[src/sv/cdb_pkg.sv]
// ----------------------------------------------------------------------------
// cdb_pkg
// Shared constants, types and helpers for the circular deque buffer.
// ----------------------------------------------------------------------------
package cdb_pkg;

   localparam int DEPTH       = 16;
   localparam int ADDR_W      = $clog2(DEPTH);
   localparam int CAP_W       = 5;
   localparam int DATA_W      = 32;
   localparam int REQ_TDATA_W = 32;
   localparam int RSP_TDATA_W = 104;

   localparam logic [CAP_W-1:0] CAP_MAX   = CAP_W'(DEPTH);
   localparam logic [CAP_W-1:0] CAP_RESET = 5'd16;

   typedef enum logic [1:0] {
      OP_PUSH_REAR = 2'd0,
      OP_POP_FRONT = 2'd1,
      OP_POP_REAR  = 2'd2,
      OP_STATUS    = 2'd3
   } opcode_type;

   typedef enum logic [1:0] {
      ST_IDLE = 2'd0,
      ST_EXEC = 2'd1,
      ST_PEEK = 2'd2,
      ST_LOAD = 2'd3
   } state_type;

   // controller to datapath
   typedef struct packed {
      logic capture;
      logic exec;
      logic peek;
      logic load_rsp;
   } cmd_type;

   // zero reads as one, anything above the built depth as the depth
   function automatic logic [CAP_W-1:0] clamp_capacity(input logic [CAP_W-1:0] v);
      logic [CAP_W-1:0] r;
      if (v == '0) begin
         r = CAP_W'(1);
      end else if (v > CAP_MAX) begin
         r = CAP_MAX;
      end else begin
         r = v;
      end
      return r;
   endfunction

endpackage

[src/sv/cdb_ctrl.sv]
// ----------------------------------------------------------------------------
// cdb_ctrl
// Sequencer: takes an item, steps it through update, peek and result load,
// and owns the result valid flag.
// ----------------------------------------------------------------------------
module cdb_ctrl (
   input  logic             clock,
   input  logic             reset,
   input  logic             req_tvalid,
   output logic             req_tready,
   output logic             rsp_tvalid,
   input  logic             rsp_tready,
   output cdb_pkg::cmd_type cmd
);
   import cdb_pkg::*;

   state_type state_ff, state_in;
   logic      rsp_valid_ff, rsp_valid_in;

   always_ff @(posedge clock) begin
      if (reset) begin
         state_ff     <= ST_IDLE;
         rsp_valid_ff <= 1'b0;
      end else begin
         state_ff     <= state_in;
         rsp_valid_ff <= rsp_valid_in;
      end
   end

   always_comb begin
      state_in     = state_ff;
      cmd          = '0;
      req_tready   = 1'b0;
      rsp_valid_in = rsp_valid_ff & ~rsp_tready;
      unique case (state_ff)
         ST_IDLE: begin
            req_tready = 1'b1;
            if (req_tvalid) begin
               cmd.capture = 1'b1;
               state_in    = ST_EXEC;
            end
         end
         ST_EXEC: begin
            cmd.exec = 1'b1;
            state_in = ST_PEEK;
         end
         ST_PEEK: begin
            cmd.peek = 1'b1;
            state_in = ST_LOAD;
         end
         ST_LOAD: begin
            // wait here while the previous result is still held
            if (!rsp_valid_ff || rsp_tready) begin
               cmd.load_rsp = 1'b1;
               rsp_valid_in = 1'b1;
               state_in     = ST_IDLE;
            end
         end
         default: begin
            state_in = ST_IDLE;
         end
      endcase
   end

   assign rsp_tvalid = rsp_valid_ff;

   a_one_cmd: assert property (@(posedge clock) disable iff (reset)
      $onehot0(cmd))
      else $error("more than one datapath command at once");

   a_load_frees_slot: assert property (@(posedge clock) disable iff (reset)
      cmd.load_rsp |-> (!rsp_valid_ff || rsp_tready))
      else $error("result loaded over an untaken result");

   a_exec_after_capture: assert property (@(posedge clock) disable iff (reset)
      cmd.capture |=> cmd.exec)
      else $error("captured item not executed next cycle");

endmodule

[src/sv/cdb_datapath.sv]
// ----------------------------------------------------------------------------
// cdb_datapath
// Ring pointers, entry memory with two registered read ports, and the
// result register.
// ----------------------------------------------------------------------------
module cdb_datapath (
   input  logic                             clock,
   input  logic                             reset,
   input  cdb_pkg::cmd_type                 cmd,
   input  logic [1:0]                       req_opcode,
   input  logic [cdb_pkg::DATA_W-1:0]       req_value,
   input  logic                             csr_wr_en,
   input  logic [cdb_pkg::CAP_W-1:0]        csr_wr_data,
   output logic                             rsp_status,
   output logic [cdb_pkg::RSP_TDATA_W-1:0]  rsp_payload
);
   import cdb_pkg::*;

   logic [DATA_W-1:0] mem [DEPTH];

   opcode_type        op_ff;
   logic [DATA_W-1:0] wv_ff;
   logic [CAP_W-1:0]  cap_ff, cap_in;
   logic [ADDR_W-1:0] front_ff, front_in;
   logic [ADDR_W-1:0] rear_ff, rear_in;
   logic [CAP_W-1:0]  count_ff, count_in;
   logic              status_ff, status_in;
   logic              popped_ff, popped_in;
   logic [DATA_W-1:0] pop_data_ff;
   logic [DATA_W-1:0] rd_a_ff, rd_b_ff;

   logic              rsp_status_ff;
   logic [DATA_W-1:0] rsp_read_ff, rsp_front_ff, rsp_rear_ff;
   logic              rsp_full_ff, rsp_empty_ff;
   logic [CAP_W-1:0]  rsp_count_ff;

   logic [ADDR_W-1:0] front_inc, rear_inc, rear_dec;
   logic [ADDR_W-1:0] rd_a_addr;
   logic              rd_a_en;
   logic              mem_we;
   logic [CAP_W-1:0]  cap_new;

   always_comb begin
      front_inc = ((CAP_W'(front_ff) + CAP_W'(1)) == cap_ff) ? '0 : front_ff + ADDR_W'(1);
      rear_inc  = ((CAP_W'(rear_ff) + CAP_W'(1)) == cap_ff) ? '0 : rear_ff + ADDR_W'(1);
      rear_dec  = (rear_ff == '0) ? ADDR_W'(cap_ff - CAP_W'(1)) : rear_ff - ADDR_W'(1);
      cap_new   = clamp_capacity(csr_wr_data);
   end

   always_comb begin
      cap_in    = cap_ff;
      front_in  = front_ff;
      rear_in   = rear_ff;
      count_in  = count_ff;
      status_in = status_ff;
      popped_in = popped_ff;
      mem_we    = 1'b0;
      if (csr_wr_en) begin
         cap_in   = cap_new;
         front_in = '0;
         rear_in  = ADDR_W'(cap_new - CAP_W'(1));
         count_in = '0;
      end else if (cmd.exec) begin
         status_in = 1'b0;
         popped_in = 1'b0;
         unique case (op_ff)
            OP_PUSH_REAR: begin
               if (count_ff == cap_ff) begin
                  status_in = 1'b1;
               end else begin
                  mem_we   = 1'b1;
                  rear_in  = rear_inc;
                  count_in = count_ff + CAP_W'(1);
               end
            end
            OP_POP_FRONT: begin
               if (count_ff == '0) begin
                  status_in = 1'b1;
               end else begin
                  popped_in = 1'b1;
                  front_in  = front_inc;
                  count_in  = count_ff - CAP_W'(1);
               end
            end
            OP_POP_REAR: begin
               if (count_ff == '0) begin
                  status_in = 1'b1;
               end else begin
                  popped_in = 1'b1;
                  rear_in   = rear_dec;
                  count_in  = count_ff - CAP_W'(1);
               end
            end
            OP_STATUS: begin
            end
            default: begin
            end
         endcase
      end
   end

   // port A: popped word during update, front peek afterwards
   always_comb begin
      rd_a_en   = cmd.exec | cmd.peek;
      rd_a_addr = (cmd.exec && op_ff == OP_POP_REAR) ? rear_ff : front_ff;
   end

   always_ff @(posedge clock) begin
      if (mem_we) begin
         mem[rear_inc] <= wv_ff;
      end
      if (rd_a_en) begin
         rd_a_ff <= mem[rd_a_addr];
      end
      if (cmd.peek) begin
         rd_b_ff <= mem[rear_ff];
      end
   end

   always_ff @(posedge clock) begin
      if (reset) begin
         cap_ff   <= clamp_capacity(CAP_RESET);
         front_ff <= '0;
         rear_ff  <= ADDR_W'(clamp_capacity(CAP_RESET) - CAP_W'(1));
         count_ff <= '0;
      end else begin
         cap_ff   <= cap_in;
         front_ff <= front_in;
         rear_ff  <= rear_in;
         count_ff <= count_in;
      end
   end

   always_ff @(posedge clock) begin
      status_ff <= status_in;
      popped_ff <= popped_in;
      if (cmd.capture) begin
         op_ff <= opcode_type'(req_opcode);
         wv_ff <= req_value;
      end
      if (cmd.peek) begin
         pop_data_ff <= rd_a_ff;
      end
      if (cmd.load_rsp) begin
         rsp_status_ff <= status_ff;
         rsp_read_ff   <= popped_ff ? pop_data_ff : '0;
         rsp_full_ff   <= (count_ff == cap_ff);
         rsp_empty_ff  <= (count_ff == '0);
         rsp_count_ff  <= count_ff;
         rsp_front_ff  <= (count_ff == '0) ? '0 : rd_a_ff;
         rsp_rear_ff   <= (count_ff == '0) ? '0 : rd_b_ff;
      end
   end

   assign rsp_status  = rsp_status_ff;
   assign rsp_payload = {1'b0, rsp_rear_ff, rsp_front_ff, rsp_count_ff,
                         rsp_empty_ff, rsp_full_ff, rsp_read_ff};

   a_count_le_cap: assert property (@(posedge clock) disable iff (reset)
      count_ff <= cap_ff)
      else $error("entry count above capacity");

   a_front_in_ring: assert property (@(posedge clock) disable iff (reset)
      CAP_W'(front_ff) < cap_ff)
      else $error("front index outside the ring");

   a_rear_in_ring: assert property (@(posedge clock) disable iff (reset)
      CAP_W'(rear_ff) < cap_ff)
      else $error("rear index outside the ring");

   a_pop_empty_refused: assert property (@(posedge clock) disable iff (reset)
      (cmd.exec && !csr_wr_en && (op_ff == OP_POP_FRONT || op_ff == OP_POP_REAR)
       && count_ff == '0) |=> (status_ff && !popped_ff))
      else $error("pop on empty buffer not refused");

endmodule

[src/sv/circular_deque_buffer.sv]
// ----------------------------------------------------------------------------
// circular_deque_buffer
// Ring-buffer deque of signed 32-bit words with a programmable capacity.
// ----------------------------------------------------------------------------
// Usage:
//   req channel: tuser carries the opcode (push rear, pop front, pop rear,
//   status), tdata the word to push. Every item yields exactly one item on
//   the rsp channel: tuser is the refused flag, tdata the popped word, the
//   full/empty flags, the count and front/rear peeks (zero when empty).
//   The sequencer steps each item through capture, update, peek and load
//   around the single-write, two-read entry memory, and takes a new item
//   only once the previous one is loaded into the result register.
//   A finished result sits in the output register; the next item is taken
//   and worked meanwhile, and waits in its load step while rsp is stalled.
//   csr_wr_en writes the capacity (0 reads as 1, above 16 as 16) and
//   empties the buffer; write it only while no item is in flight.
//   Reset: capacity 16, buffer empty, no result pending, no clearing pass.
// ----------------------------------------------------------------------------
module circular_deque_buffer (
   input  logic                                clock,
   input  logic                                reset,
   input  logic                                req_tvalid,
   output logic                                req_tready,
   input  logic [cdb_pkg::REQ_TDATA_W-1:0]     req_tdata,  // [31:0] write_value
   input  logic [1:0]                          req_tuser,  // [1:0] opcode
   output logic                                rsp_tvalid,
   input  logic                                rsp_tready,
   // [31:0] read_value, [32] is_full, [33] is_empty, [38:34] entry_count,
   // [70:39] front_value, [102:71] rear_value, [103] zero
   output logic [cdb_pkg::RSP_TDATA_W-1:0]     rsp_tdata,
   output logic                                rsp_tuser,  // [0] status
   input  logic                                csr_wr_en,
   input  logic [cdb_pkg::CAP_W-1:0]           csr_wr_data // queue_capacity
);
   import cdb_pkg::*;

   cmd_type cmd;

   cdb_ctrl u_ctrl (
      .clock      (clock),
      .reset      (reset),
      .req_tvalid (req_tvalid),
      .req_tready (req_tready),
      .rsp_tvalid (rsp_tvalid),
      .rsp_tready (rsp_tready),
      .cmd        (cmd)
   );

   cdb_datapath u_datapath (
      .clock       (clock),
      .reset       (reset),
      .cmd         (cmd),
      .req_opcode  (req_tuser),
      .req_value   (req_tdata),
      .csr_wr_en   (csr_wr_en),
      .csr_wr_data (csr_wr_data),
      .rsp_status  (rsp_tuser),
      .rsp_payload (rsp_tdata)
   );

endmodule
[config.mk]
export PLATFORM = sky130hd
export DESIGN_NAME = circular_deque_buffer
export DESIGN_NICKNAME = d
export VERILOG_FILES = /design/src/sv/cdb_pkg.sv /design/src/sv/cdb_ctrl.sv /design/src/sv/cdb_datapath.sv /design/src/sv/circular_deque_buffer.sv
export SDC_FILE = /design/constraint.sdc
export NUM_CORES = 1
export LEC_CHECK = 0
export ABC_AREA = 1
export BUFFER_PORTS_ARGS = -buffer_cell sky130_fd_sc_hd__buf_2
export CAP_MARGIN = 30
export CORE_UTILIZATION = 45
export DETAILED_ROUTE_END_ITERATION = 8
export HOLD_SLACK_MARGIN = 0.15
export PLACE_DENSITY = 0.65
export SYNTH_ARGS = -nofsm -noshare
export SYNTH_HDL_FRONTEND = slang
export SYNTH_SLANG_ARGS = --single-unit
[constraint.sdc]
create_clock -name clock -period 7.9 [get_ports clock]
set_input_delay 0 -clock clock [delete_from_list [all_inputs] [get_ports clock]]
set_output_delay 0 -clock clock [all_outputs]
set_load 0.1 [all_outputs]
==> results_dict.tcl <==
set metrics [dict create \
    outcome "completed" \
    syn_avg_cell_area_sq_um 10.9 \
    dp_hpwl_microns 52300 \
    core_area_sq_mm 0.0759 \
    rows 101 \
    syn_area_sq_mm 0.0345 \
    cp.required_ns 8.18 \
    cap_violations 0 \
    synth_area_leaders "edfxtp_1 65%, o21ai_0 6.6%, nand2_1 4.6%, o211ai_1 4.0%, inv_1 3.4%" \
    hold_violations 0 \
    syn-num-nets 3218 \
    vdd_drop_max_mv 0.252 \
    io_buffers 149 \
    gp_congestion 0.860 \
    worstHoldStart "reset" \
    worstSetupEndpointType "register" \
    period_share_pct 54.7 \
    rr_startpoint "u_datapath.rear_ff[0]" \
    relSlewSlack_pct 20.9 \
    cts_tree "yes" \
    synth-warning-count 0 \
    synth_cell_types 40 \
    cp_slowest_cell "dfxtp_4" \
    rsz0062_at_grt "no" \
    worst_skew_pair.late_latency_ns 0.64 \
    slowest_delay_ns 0.83 \
    grt_max_degree 232 \
    diodes 0 \
    via_per_inst 5.76 \
    drive_above_1_share_pct 10.4 \
    tightestPinTransition_ns 1.19 \
    cts_sinks 769 \
    grt_pass1_wl_microns 145000 \
    setup_viol 0 \
    drv_slew 0 \
    die_height_microns 279 \
    synth_seq_area_share_pct 66.2 \
    cts_resized 0 \
    cts_root_buf "clkbuf_16" \
    cts_setup_buffers 0 \
    drc 0 \
    wl_per_cell_microns 22.2 \
    dpl_worst_slack_ns 3.66 \
    max_freq_ghz 0.231 \
    synth-seq-cells 769 \
    stdcell_area_sq_mm 0.0394 \
    yosys.area.top_type "edfxtp_1" \
    htreeDepth 3 \
    p_per_area_mw_per_mm2 314 \
    min_path_type "input pin to register" \
    fin_crit_ns 4.32 \
    leakagePower_nw 14.6 \
    final_net_count 3359 \
    crit_start "u_datapath.rear_ff[0]" \
    critPathTopFamily "simple AND/OR/NAND/NOR gates" \
    via_count 25300 \
    die_area_sq_mm 0.0779 \
    critPathMostFrequentCell "nand2_1" \
    critPathMaxFanout 138 \
    tns_ns 0 \
    placed_area_sq_mm 0.0360 \
    wirelength_microns 97300 \
    grt_pass1_vias 23700 \
    ios 151 \
    initial_core_util_pct 45.5 \
    drt-initial-drc-count 3117 \
    antenna_found_initial 3 \
    synth_top_area_share_pct 65.0 \
    final.setup.worst_slack_ns 3.58 \
    crit_arrival_ns 4.60 \
    worst_setup_path_start_kind "register" \
    ant_nets 0 \
    final_cell_mix "748 x edfxtp_1, 455 x o21ai_0, 424 x nand2_1" \
    critical_path_class "register to register" \
    synthCells 3157 \
    die_w_microns 279 \
    hold_buffers 87 \
    areaGrowthSynthToFinish_pct 14.2 \
    cp_cell_sequence "inv_8 > ha_1 > xnor2_1 > nand3_1 > nor2_1 > nand2_1 > nand2_1 > nand2_1 > nor2_4 > buf_4" \
    drt-pass1-iter-count 6 \
    final_common_cell "edfxtp_1" \
    finClkSkew_ns 0.0254 \
    grt_use_total_pct 24.8 \
    critPathBufInv 2 \
    grt.overflow.total 0 \
    numCtsBuffers 79 \
    clk_pin_slew_ns 0.06 \
    clk_path_buf_depth 3 \
]
[sequential cells by signal, summed over array words and instances (netlist names)]
name                     cells
u_ctrl.rsp_tvalid            1
u_datapath.pop_data_ff      32
u_datapath.rsp_count_ff      5
u_ctrl.state_ff              2
u_datapath.rd_b_ff          32
u_datapath.op_ff             2
u_datapath.rsp_full_ff       1
u_datapath.cap_ff            5
u_datapath.rsp_front_ff     32
u_datapath.rsp_read_ff      32
u_datapath.front_ff          4
u_datapath.mem             512
u_datapath.popped_ff         1
u_datapath.wv_ff            32
u_datapath.status_ff         1
u_datapath.rsp_status        1
u_datapath.count_ff          5
u_datapath.rear_ff           4
u_datapath.rsp_empty_ff      1
u_datapath.rsp_rear_ff      32
u_datapath.rd_a_ff          32
[Yosys cell counts, drive strengths merged]
cell / count
o21ai: 467
edfxtp: 748
a211oi: 1
conb: 1
o311ai: 1
or2: 1
nand2: 428
clkinv: 1
a21oi: 223
dfxtp: 21
and2: 2
ha: 16
o211ai: 183
a31oi: 2
o22ai: 25
inv: 315
nor4: 1
xor2: 6
nor2: 235
xnor2: 8
nand3: 204
clkbuf: 88
nand4: 8
fa: 1
buf: 134
o221ai: 32
nor3: 4
a31o: 1
[where the power goes]
group | internal, W | leakage, nW | total [W] | switching (W)
registers | 0.00517 | 6.98 | 0.00559 | 0.000419
logic | 0.000717 | 6.43 | 0.00310 | 0.00239
clock network | 0.00214 | 1.23 | 0.00370 | 0.00156
total | 0.00803 | 14.6 | 0.0124 | 0.00436
[logic make-up after synthesis]
kind of cell | share of synthesized area (%)
AO/OA/AOI/OAI | 15.4
AND/OR/NAND/NOR | 10.5
flip-flops | 66.2
buffers and inverters | 6.80
adder cells (fa/ha/maj) | 0.638
XOR/XNOR | 0.355
other | 0.0109
[layout make-up]
cell class	instances	area, sq um
inverters	316	1200
repair buffers	282	2020
multi-input cells	1850	9500
fillers	6481	36500
clock inverters	44	452
well taps	1030	1290
clock buffers	98	2090
flip-flops and latches	769	22900
[routing by layer]
layer	track usage (%)	vias up	part of all wire, %
met5	0	-	0
met4	9.97	0	3.4
met3	4.16	242	9.6
met2	39.2	1419	46
met1	34.1	12000	41
li1	-	11600	-
[path summary, 6_finish.rpt]
path / end / slack [ns] / depth (start not counted)
worst max-delay path: u_datapath.mem[2][24] / 3.58 / 10
worst min-delay path: u_ctrl.state_ff[0] / 0.23 / 3
worst max register to register: u_datapath.mem[2][24] / 3.58 / 10
worst min register to register: u_datapath.pop_data_ff[22] / 0.44 / 0
[metrics by stage]
step	hold slack [ns]	util [%]	power (W)	cells
floorplan	0.0691	-	0.00767	3157
global placement	0.178	47.4	0.00864	4159
detailed placement	0.178	47.4	0.00868	4160
CTS	0.217	51.9	0.0124	4389
global route	0.246	51.9	0.0129	4389
finish	0.228	51.9	0.0124	4389
[worst min-delay path: stages]
cell and delay, ns:
dlygate4sd3_1 0.52, buf_2 0.21, a211oi_1 0.07
Power figures use the tool's default switching activity.
